==> config.mk <==
export PLATFORM = sky130hd
export DESIGN_NAME = key_press_event_detector_top
export DESIGN_NICKNAME = d
export VERILOG_FILES = /design/src/rtl/kped_pkg.sv /design/src/rtl/kped_state_mem.sv /design/src/rtl/kped_update.sv /design/src/rtl/key_press_event_detector_top.sv
export SDC_FILE = /design/constraint.sdc
export NUM_CORES = 1
export LEC_CHECK = 0
export BUFFER_PORTS_ARGS = -buffer_cell sky130_fd_sc_hd__buf_2
export CAP_MARGIN = 30
export CORE_AREA = 2 2 198 200
export DETAILED_ROUTE_END_ITERATION = 8
export DIE_AREA = 0 0 200 202
export GPL_ROUTABILITY_DRIVEN = 0
export PLACE_DENSITY = 0.5
export SYNTH_ARGS = -nofsm -noshare
export SYNTH_HDL_FRONTEND = slang
export SYNTH_SLANG_ARGS = --single-unit
==> constraint.sdc <==
create_clock -name i_clk -period 9.05 [get_ports i_clk]
set_input_delay 0 -clock i_clk [delete_from_list [all_inputs] [get_ports i_clk]]
set_output_delay 0 -clock i_clk [all_outputs]
set_load 0.005 [all_outputs]
==> src/rtl/kped_pkg.sv <==
// ----------------------------------------------------------------------------
// kped_pkg
// Shared types and codes for the key press event detector: beat payloads,
// per-key state word, key phases and event codes.
// ----------------------------------------------------------------------------
package kped_pkg;

    // configuration register indexes
    localparam logic [1:0] CFG_LONG_PRESS_TICKS   = 2'd0;
    localparam logic [1:0] CFG_KEY_ENABLE_MASK    = 2'd1;
    localparam logic [1:0] CFG_PRESSED_LEVEL_MASK = 2'd2;

    localparam int CFG_DATA_W = 16;
    localparam int KEY_W      = 3;
    localparam int COUNT_W    = 16;
    localparam int MASK_W     = 8;

    // event codes
    localparam logic [1:0] EV_DOWN = 2'd0;
    localparam logic [1:0] EV_UP   = 2'd1;
    localparam logic [1:0] EV_LONG = 2'd2;

    typedef enum logic [2:0] {
        PH_IDLE    = 3'd0,
        PH_CONFIRM = 3'd1,
        PH_DOWN    = 3'd2,
        PH_LONG    = 3'd3,
        PH_UP      = 3'd4
    } t_phase;

    typedef struct packed {
        logic [KEY_W-1:0] key_index;
        logic             pin_level;
    } t_in_item;

    typedef struct packed {
        logic [KEY_W-1:0] event_key;
        logic [1:0]       key_event;
    } t_out_item;

    // one key's stored state
    typedef struct packed {
        logic               pressed_now;
        t_phase             key_phase;
        logic [COUNT_W-1:0] hold_count;
    } t_key_state;

    // event decision from the update logic
    typedef struct packed {
        logic       fire;
        logic [1:0] code;
    } t_key_event;

    localparam t_key_state KEY_STATE_RESET = '{
        pressed_now: 1'b0,
        key_phase:   PH_IDLE,
        hold_count:  '0
    };

endpackage

==> src/rtl/kped_state_mem.sv <==
// ----------------------------------------------------------------------------
// kped_state_mem
// Per-key state memory with registered read, per-entry valid bits
// that stand for the reset value, and forwarding of the latest write.
// ----------------------------------------------------------------------------
module kped_state_mem #(
    parameter int NUM_KEYS = 8,
    parameter int KEY_AW   = 3
) (
    input  logic                   i_clk,
    input  logic                   i_rst_n,
    input  logic                   i_rd_en,
    input  logic [KEY_AW-1:0]      i_rd_addr,
    input  logic                   i_wr_en,
    input  logic [KEY_AW-1:0]      i_wr_addr,
    input  kped_pkg::t_key_state   i_wr_data,
    output kped_pkg::t_key_state   o_rd_data
);
    import kped_pkg::*;

    t_key_state                 r_mem [NUM_KEYS];
    t_key_state                 r_rd_raw;
    logic [KEY_AW-1:0]          r_rd_addr;
    logic [NUM_KEYS-1:0]        r_valid;
    logic                       r_fwd_valid;
    logic [KEY_AW-1:0]          r_fwd_addr;
    t_key_state                 r_fwd_data;

    // storage array, written and read in one clocked block
    always_ff @(posedge i_clk) begin
        if (i_wr_en) begin
            r_mem[i_wr_addr] <= i_wr_data;
        end
        if (i_rd_en) begin
            r_rd_raw  <= r_mem[i_rd_addr];
            r_rd_addr <= i_rd_addr;
        end
    end

    // valid bits and last-write bypass
    always_ff @(posedge i_clk) begin
        if (!i_rst_n) begin
            r_valid     <= '0;
            r_fwd_valid <= 1'b0;
        end else if (i_wr_en) begin
            r_valid[i_wr_addr] <= 1'b1;
            r_fwd_valid        <= 1'b1;
        end
    end

    always_ff @(posedge i_clk) begin
        if (i_wr_en) begin
            r_fwd_addr <= i_wr_addr;
            r_fwd_data <= i_wr_data;
        end
    end

    // newest value wins: bypass, then stored entry, then reset value
    always_comb begin
        if (r_fwd_valid && (r_fwd_addr == r_rd_addr)) begin
            o_rd_data = r_fwd_data;
        end else if (r_valid[r_rd_addr]) begin
            o_rd_data = r_rd_raw;
        end else begin
            o_rd_data = KEY_STATE_RESET;
        end
    end

endmodule

==> src/rtl/kped_update.sv <==
// ----------------------------------------------------------------------------
// kped_update
// Next-state and event logic for one key: pressed level, debounce phase
// and saturating hold counter.
// ----------------------------------------------------------------------------
module kped_update (
    input  kped_pkg::t_key_state              i_state,
    input  logic                              i_pin_level,
    input  logic                              i_key_enable,
    input  logic                              i_pressed_level,
    input  logic [kped_pkg::COUNT_W-1:0]      i_long_ticks,
    output kped_pkg::t_key_state              o_state,
    output kped_pkg::t_key_event              o_event
);
    import kped_pkg::*;

    logic               pr;
    logic [COUNT_W-1:0] count_inc;

    // disabled keys keep their last level
    assign pr = i_key_enable ? (i_pin_level == i_pressed_level) : i_state.pressed_now;

    // counter stops at all ones
    assign count_inc = (i_state.hold_count == '1) ? i_state.hold_count
                                                  : i_state.hold_count + 1'b1;

    // phase machine
    always_comb begin
        o_state             = i_state;
        o_state.pressed_now = pr;
        o_event.fire        = 1'b0;
        o_event.code        = EV_DOWN;
        unique case (i_state.key_phase)
            PH_CONFIRM: begin
                if (pr) begin
                    o_state.key_phase  = PH_DOWN;
                    o_state.hold_count = '0;
                    o_event.fire       = 1'b1;
                    o_event.code       = EV_DOWN;
                end else begin
                    o_state.key_phase = PH_IDLE;
                end
            end
            PH_DOWN: begin
                if (!pr) begin
                    o_state.key_phase = PH_UP;
                    o_event.fire      = 1'b1;
                    o_event.code      = EV_UP;
                end else begin
                    o_state.hold_count = count_inc;
                    if (count_inc >= i_long_ticks) begin
                        o_state.key_phase = PH_LONG;
                        o_event.fire      = 1'b1;
                        o_event.code      = EV_LONG;
                    end
                end
            end
            PH_LONG: begin
                if (!pr) begin
                    o_state.key_phase = PH_UP;
                    o_event.fire      = 1'b1;
                    o_event.code      = EV_UP;
                end
            end
            PH_UP: begin
                if (!pr) begin
                    o_state.key_phase  = PH_IDLE;
                    o_state.hold_count = '0;
                end else begin
                    // press seen again while up repeats the up event
                    o_event.fire = 1'b1;
                    o_event.code = EV_UP;
                end
            end
            default: begin
                o_state.key_phase = pr ? PH_CONFIRM : PH_IDLE;
            end
        endcase
    end

endmodule

==> src/rtl/key_press_event_detector_top.sv <==
// ----------------------------------------------------------------------------
// key_press_event_detector_top
// Per-key press detector: each scan sample reads its key's state from
// memory, updates it and writes it back, giving down, up and long events.
//
//   channel  | direction | handshake               | payload
//   ---------+-----------+-------------------------+---------------------
//   in       | input     | i_in_valid / o_in_stall | i_in_item  (t_in_item)
//   out      | output    | o_out_valid/ i_out_stall| o_out_item (t_out_item)
//   cfg      | input     | i_cfg_we                | i_cfg_index, i_cfg_wdata
//
// One sample per cycle while o_in_stall is low; an event reaches the output
// register after its sample passes the registered state memory read and the
// update stage; same-key samples in a row are served by write bypass.
// Reset clears key state at once through per-entry valid bits, no sweep.
// An output stall holds the update stage only when it has an event to give.
// ----------------------------------------------------------------------------
module key_press_event_detector_top #(
    parameter int NUM_KEYS = 8
) (
    input  logic                              i_clk,
    input  logic                              i_rst_n,
    input  logic                              i_in_valid,
    output logic                              o_in_stall,
    input  kped_pkg::t_in_item                i_in_item,
    output logic                              o_out_valid,
    input  logic                              i_out_stall,
    output kped_pkg::t_out_item               o_out_item,
    input  logic                              i_cfg_we,
    input  logic [1:0]                        i_cfg_index,
    input  logic [kped_pkg::CFG_DATA_W-1:0]   i_cfg_wdata
);
    import kped_pkg::*;

    localparam int KEY_AW = (NUM_KEYS > 1) ? $clog2(NUM_KEYS) : 1;

    // configuration registers
    logic [COUNT_W-1:0] r_long_ticks;
    logic [MASK_W-1:0]  r_en_mask;
    logic [MASK_W-1:0]  r_lvl_mask;

    // update stage
    logic               r_s1_valid;
    logic               r_s1_in_range;
    t_in_item           r_s1_item;

    // output register
    logic               r_out_valid;
    t_out_item          r_out_item;

    logic               in_acc;
    logic               s1_go;
    logic               s1_fire;
    logic               wr_en;
    t_key_state         rd_state;
    t_key_state         n_state;
    t_key_event         upd_event;

    // config write port
    always_ff @(posedge i_clk) begin
        if (!i_rst_n) begin
            r_long_ticks <= 16'd40;
            r_en_mask    <= 8'hFF;
            r_lvl_mask   <= 8'h00;
        end else if (i_cfg_we) begin
            unique case (i_cfg_index)
                CFG_LONG_PRESS_TICKS:   r_long_ticks <= i_cfg_wdata;
                CFG_KEY_ENABLE_MASK:    r_en_mask    <= i_cfg_wdata[MASK_W-1:0];
                CFG_PRESSED_LEVEL_MASK: r_lvl_mask   <= i_cfg_wdata[MASK_W-1:0];
                default: ;
            endcase
        end
    end

    // handshake and stage advance
    assign s1_fire    = r_s1_valid && r_s1_in_range && upd_event.fire;
    assign s1_go      = r_s1_valid && (!s1_fire || !r_out_valid || !i_out_stall);
    assign o_in_stall = r_s1_valid && !s1_go;
    assign in_acc     = i_in_valid && !o_in_stall;
    assign wr_en      = s1_go && r_s1_in_range;

    always_ff @(posedge i_clk) begin
        if (!i_rst_n) begin
            r_s1_valid <= 1'b0;
        end else if (!r_s1_valid || s1_go) begin
            r_s1_valid <= in_acc;
        end
    end

    always_ff @(posedge i_clk) begin
        if (in_acc) begin
            r_s1_item     <= i_in_item;
            r_s1_in_range <= (32'(i_in_item.key_index) < NUM_KEYS);
        end
    end

    // state memory
    kped_state_mem #(
        .NUM_KEYS (NUM_KEYS),
        .KEY_AW   (KEY_AW)
    ) u_mem (
        .i_clk     (i_clk),
        .i_rst_n   (i_rst_n),
        .i_rd_en   (in_acc),
        .i_rd_addr (KEY_AW'(i_in_item.key_index)),
        .i_wr_en   (wr_en),
        .i_wr_addr (KEY_AW'(r_s1_item.key_index)),
        .i_wr_data (n_state),
        .o_rd_data (rd_state)
    );

    // per-key update
    kped_update u_upd (
        .i_state         (rd_state),
        .i_pin_level     (r_s1_item.pin_level),
        .i_key_enable    (r_en_mask[r_s1_item.key_index]),
        .i_pressed_level (r_lvl_mask[r_s1_item.key_index]),
        .i_long_ticks    (r_long_ticks),
        .o_state         (n_state),
        .o_event         (upd_event)
    );

    // output register
    always_ff @(posedge i_clk) begin
        if (!i_rst_n) begin
            r_out_valid <= 1'b0;
        end else if (s1_go && s1_fire) begin
            r_out_valid <= 1'b1;
        end else if (!i_out_stall) begin
            r_out_valid <= 1'b0;
        end
    end

    always_ff @(posedge i_clk) begin
        if (s1_go && s1_fire) begin
            r_out_item.event_key <= r_s1_item.key_index;
            r_out_item.key_event <= upd_event.code;
        end
    end

    assign o_out_valid = r_out_valid;
    assign o_out_item  = r_out_item;

endmodule

==> results of run 1 <==
[stage by stage]
step                hold WS (ns)  util [%]  setup slack (ns)  area (um^2)  total power, mW
finish                    0.0382      34.8              2.03        13300             2.60
global route              0.0656      34.8              1.52        13300             2.70
CTS                       0.0193      34.8              2.01        13300             2.64
detailed placement         0.224      31.6              2.08        12100             1.52
global placement           0.224      31.6              2.21        12100             1.52
floorplan                 0.0989         -              2.57        11300             1.46
[power breakdown]
group          total [mW]  switching, mW  internal (mW)
combinational       0.172         0.0972         0.0745
clock                1.10          0.456          0.642
sequential           1.33         0.0220           1.31
total                2.60          0.575           2.02
[sequential cells by signal, indices dropped and copies added, names as in the netlist, 3 cells and up]
register and count:
u_mem.r_rd_raw 20, r_long_ticks 16, u_mem.r_rd_addr 3, u_mem.r_fwd_addr 3, r_lvl_mask 8, r_en_mask 8, u_mem.r_valid 8, u_mem.r_mem 160
o_out_item 5, u_mem.r_fwd_data 20
[final cells by class]
cell class	count	share of cell area (%)
clock inverters	18	1.14
clock buffers	33	5.56
repair buffers	83	4.68
well taps	518	4.87
inverters	19	0.536
multi-input cells	459	28.9
flip-flops and latches	255	54.3
[synthesized netlist by cell type (6+ instances only)]
master,number
clkbuf_1,20
o21ai_0,10
a22o_1,14
a21boi_0,16
o21ai_1,14
nand2_1,92
ha_1,17
buf_2,8
o21a_1,6
xor2_1,9
mux4_2,40
a21o_1,8
nor2_1,23
inv_1,17
nor3_1,12
a21oi_1,18
mux2i_1,17
nand4_1,7
mux2_2,23
nand3_1,27
dfxtp_1,43
xnor2_1,8
edfxtp_1,212
nor2b_1,14
[path summary, 6_finish.rpt]
path,from,endpoint,cells after the start
worst max register to register,u_mem.r_rd_addr[2]$_DFFE_PP_,u_mem.r_mem[5][9]$_DFFE_PP_,23
worst max-delay path,u_mem.r_rd_addr[2]$_DFFE_PP_,u_mem.r_mem[5][9]$_DFFE_PP_,23
worst min register to register,u_mem.r_valid[4]$_SDFFE_PN0N_,u_mem.r_valid[4]$_SDFFE_PN0N_,2
worst min-delay path,i_rst_n,r_en_mask[1]$_SDFFE_PN1P_,2
[layer usage]
metal | global-route usage (%) | part of all wire (%)
met5 | 0 | 0.048
met4 | 4.47 | 2.7
met2 | 21.0 | 46
met1 | 19.3 | 48
met3 | 1.95 | 3.2
[cell families after synthesis]
group | share of synthesized area [%]
compound gates | 8.60
xor+xnor | 1.56
fa+ha+maj | 1.88
buf+inv | 2.41
flops | 64.0
mux | 12.0
simple gates | 9.60
==> qor.txt, run 1 <==
area leader, netlist - edfxtp_1
commonest non-fill, non-tap cell in the layout - edfxtp_1
post-synth cell types - 77
clock sinks - 255
worst min path class - input pin to flip-flop
Power Dens Cells - 195 nW/um^2
worst clock skew - 0.0176 ns
kind of critical path - flip-flop to flip-flop
final WL - 27000 um
hold_buf cts - 31
final setup fails - 0
commonest cells after routing, fill and taps aside - 212 x edfxtp_1, 92 x nand2_1, 43 x dfxtp_1, 40 x mux4_2, 34 x buf_2
CP Max Fanout - 21
Die Ht - 202 um
CTS tree - built
GRT Total Usage - 13.5%
initial antenna violation count - 1
Cell Count, Final, Fillers Out - 1385
Synth Register Bits - 255
CP bufs+invs - 4
fill cell count - 3662
RSZ-0062 raised after global routing - false
Max Slew Vio Count - 0
Ys Warns - 0
Area contributors post-synth - edfxtp_1 56%, mux4_2 8.0%, dfxtp_1 7.6%, nand2_1 3.1%, mux2_2 2.3%
die span in x - 200 um
Setup TNS - 0 ns
part of the cycle the worst path needs - 77.6%
ys async rst share - 0%
Leakage - 4.55 nW
Data required, critical path - 9.27 ns
antenna-violating nets left - 0
Synth top area share - 56.3%
Reg clk slew, reported paths - 0.06 ns
port buffer count - 33
cell area after synthesis - 11300 um^2
slew of the pin with the lowest slew margin - 0.868 ns
maximum vdd drop - 0.108 mV
CTS HTree Levels - 1
I/O pin count - 34
syn_area_per_cell - 14.6 um^2
Initial Util - 29.5%
crit path DAT - 7.24 ns
crit end category - flip-flop
reg-to-reg slack, setup - 2.03 ns
DR vias - 6656
Post-synth EDFFs - 212
DRT Pass-1 Iters - 4
global-route wire length before repair - 41000 um
Max transition margin - 42.1%
hpwl dp - 16700 um
PostCTS Resize Cnt - 0
CP Cell Sequence - and2b_1 -> and3_1 -> a2111oi_4 -> buf_4 -> nor2_1 -> buf_4 -> a22o_1 -> ha_1 -> a21boi_0 -> nor4b_4 -> nand2_2 -> xnor2_1 -> ha_1 -> nand2b_1 -> a21o_1 -> a21o_1 -> a221oi_1 -> o21ai_0 -> o21ai_1 -> a21oi_2 -> buf_4 -> nor3b_4 -> buf_4
clk_lat worst skew - 0.54 ns
Max Freq - 0.142 GHz
slowest cell on the critical path - edfxtp_1
vias in the first global route - 6727
CTS Buf Count - 29
pin count of the biggest net entering global routing - 53
die area - 40400 um^2
Synth Instances - 772
syn nets - 816
max-cap viol count - 0
critical path's largest stage delay - 0.91 ns
DRC violations left - 0
cell family with most CP delay - simple AND/OR/NAND/NOR gates
ys flop type - edfxtp_1
Final Hold Viols - 0
vias per cell - 4.81
DP Cell Count - 1303
layout cells sized above 1 - 22.7%
row count - 72
ant diodes - 0
maximum clock path buffer count - 3
CP most frequent cell - buf_4
min Tclk post-route - 7.02 ns
Seq. cell area - 7230 um^2
setup bufs post-CTS - 0
WL per Instance - 19.5 um
sequential area share after synthesis - 64.0%
area taken by multi-input logic gates - 3850 um^2
1st-iter DRT viols - 488
final net count - 891
Syn-to-layout area delta - 17.8%
CTS Root Cell - clkbuf_16
status - finished clean
crit start category - flip-flop
CORE AREA - 38300 um^2
GRT overflow - 0
Power figures use the tool's default switching activity.
==> run 2: changes to the inputs <==
--- a/config.mk
+++ b/config.mk
@@ -11,7 +11,7 @@
 export DETAILED_ROUTE_END_ITERATION = 8
 export DIE_AREA = 0 0 200 202
 export GPL_ROUTABILITY_DRIVEN = 0
-export PLACE_DENSITY = 0.5
+export PLACE_DENSITY = 0.51
 export SYNTH_ARGS = -nofsm -noshare
 export SYNTH_HDL_FRONTEND = slang
 export SYNTH_SLANG_ARGS = --single-unit
==> constraint.sdc (replaced) <==
create_clock -name i_clk -period 6.05 [get_ports i_clk]
set_input_delay 0 -clock i_clk [delete_from_list [all_inputs] [get_ports i_clk]]
set_output_delay 0 -clock i_clk [all_outputs]
set_load 0.005 [all_outputs]
==> run 2 against run 1 <==
Register-to-register slack got worse by 1.5 ns. Clock power increased by 60%. Flip-flop and latch count unchanged. Critical path depth decreased by 3. Power grew 54%. Critical path type is now flip-flop to output port. Largest cell class unchanged.
==> qor.txt, run 2 (synthesis results as in run 1) <==
Max Freq - 0.178 GHz
GRT overflow - 0
RSZ-0062 raised after global routing - false
Max Slew Vio Count - 0
min Tclk post-route - 5.61 ns
die span in x - 200 um
port buffer count - 33
CTS Root Cell - clkbuf_16
final net count - 907
CORE AREA - 38300 um^2
Seq. cell area - 7230 um^2
switching power - 871 uW
Leakage - 4.68 nW
Int Power - 3.14 mW
Syn-to-layout area delta - 19.8%
ant diodes - 0
Die Ht - 202 um
Comb power frac - 6.8%
hold path start - i_rst_n
initial antenna violation count - 1
slew of the pin with the lowest slew margin - 0.843 ns
worst min path class - input pin to flip-flop
maximum clock path buffer count - 3
area taken by multi-input logic gates - 3860 um^2
vias per cell - 4.78
kind of critical path - flip-flop to output port
crit end category - output port
Crit. Startpoint - u_mem.r_rd_addr[2]$_DFFE_PP_
Reg clk slew, reported paths - 0.06 ns
DR vias - 6707
pin count of the biggest net entering global routing - 53
clock network fraction of design power - 43.8%
final worst hold slack - 0.0201 ns
crit start category - flip-flop
Sw Ratio - 21.7%
max-cap viol count - 0
CP Max Fanout - 20
clock sinks - 255
fill cell count - 3676
global-route wire length before repair - 41900 um
Seq pwr share - 49.4%
RR Startpoint - u_mem.r_rd_addr[2]$_DFFE_PP_
commonest non-fill, non-tap cell in the layout - edfxtp_1
Power Dens Cells - 296 nW/um^2
WL per Instance - 19.3 um
biggest regs - u_mem.r_mem x160, u_mem.r_fwd_data x20, u_mem.r_rd_raw x20
Largest Register - u_mem.r_mem
row count - 72
final setup fails - 0
hpwl dp - 16800 um
status - finished clean
reg-to-reg slack, setup - 0.48 ns
1st-iter DRT viols - 447
I/O pin count - 34
worst clock skew - 0.0142 ns
clk_lat worst skew - 0.56 ns
vias in the first global route - 6859
antenna-violating nets left - 0
die area - 40400 um^2
maximum vdd drop - 0.195 mV
Initial Util - 29.5%
Data required, critical path - 6.05 ns
Max transition margin - 43.8%
DRC violations left - 0
Final Hold Viols - 0
CTS HTree Levels - 1
Core Util, Final - 35.4%
final WL - 27100 um
CTS tree - built
part of the cycle the worst path needs - 92.8%
layout cells sized above 1 - 23.6%
CTS Buf Count - 28
DRT Pass-1 Iters - 5
Setup TNS - 0 ns
commonest cells after routing, fill and taps aside - 212 x edfxtp_1, 92 x nand2_1, 43 x dfxtp_1, 40 x mux4_2, 33 x buf_2
max reg flops - 160
crit path DAT - 5.61 ns
GRT Total Usage - 13.7%
run 2: cell count changes in the layout (fill, tap and decap cells not counted), sizes merged:
cell         before  now
buf              52   70
clkinvlp          5    1
bufinv            2    5
clkinv           10   12
clkbuf           33   34
dlygate4sd3      31   30
inv              20   19
run 2: power by group through the flow:
stage	registers, mW	logic, mW	clock network, mW
2_1_floorplan	2.01	0.179	0
3_3_place_gp	2.02	0.257	0
3_5_place_dp	2.02	0.259	0
4_1_cts	1.98	0.273	1.81
5_1_grt	1.99	0.300	1.88
6_report	1.98	0.272	1.76
run 2: final timing paths:
| check | end | cells after the start |
|---|---|---|
| worst min register to register | r_long_ticks[7]$_SDFFE_PN0P_ | 2 |
| worst max register to register | u_mem.r_mem[6][14]$_DFFE_PP_ | 21 |
| worst min-delay path | r_en_mask[5]$_SDFFE_PN1P_ | 2 |
| worst max-delay path | o_in_stall | 20 |
run 2: metal layers:
layer / part of all wire (%) / track usage [%] / vias up
met4: 2.6 / 4.13 / 2
met3: 4.0 / 2.15 / 48
li1: - / - / 3153
met2: 45 / 21.1 / 122
met5: 0.044 / 0 / -
met1: 48 / 20.0 / 3382
run 2: final cells by class:
cell class                 count  share of cell area [%]
sequential                   255                    53.4
inverter                      19                   0.527
tap                          518                    4.79
clock buffer                  34                    5.34
multi-input combinational    459                    28.5
timing repair buffer         100                    5.75
clock inverter                18                    1.71
run 2: stage by stage:
| step | cells | power (mW) | instance area [um^2] | setup WS (ns) |
|---|---|---|---|---|
| after global placement | 1315 | 2.28 | 12200 | 0.439 |
| final | 1403 | 4.01 | 13500 | 0.436 |
| after floorplan | 772 | 2.19 | 11300 | 0.127 |
| after detailed placement | 1315 | 2.28 | 12200 | 0.290 |
| after global routing | 1403 | 4.16 | 13500 | 0.0366 |
| after CTS | 1396 | 4.06 | 13400 | 0.236 |
run 2: critical path: stages (launching register included):
cell and delay [ns]:
edfxtp_1 0.51, buf_4 0.22, xnor2_4 0.13, and4_1 0.23, nor2_1 0.20, a22o_1 0.19, ha_1 0.24, a21boi_1 0.29
nor4b_4 0.43, buf_4 0.19, and2_4 0.17, nor3_2 0.06, xnor2_1 0.19, ha_1 0.32, nand4_1 0.10, or4_1 0.47
o21ai_0 0.25, o21ai_1 0.15, a21oi_2 0.27, buf_6 0.27, buf_2 0.16
run 2: timing repair:
item	CTS	global route
endpoints found under the hold margin	35	1
hold buffers	29	1
buffers inserted	0	5
gates resized for setup	0	6
endpoints found under the setup margin	0	199
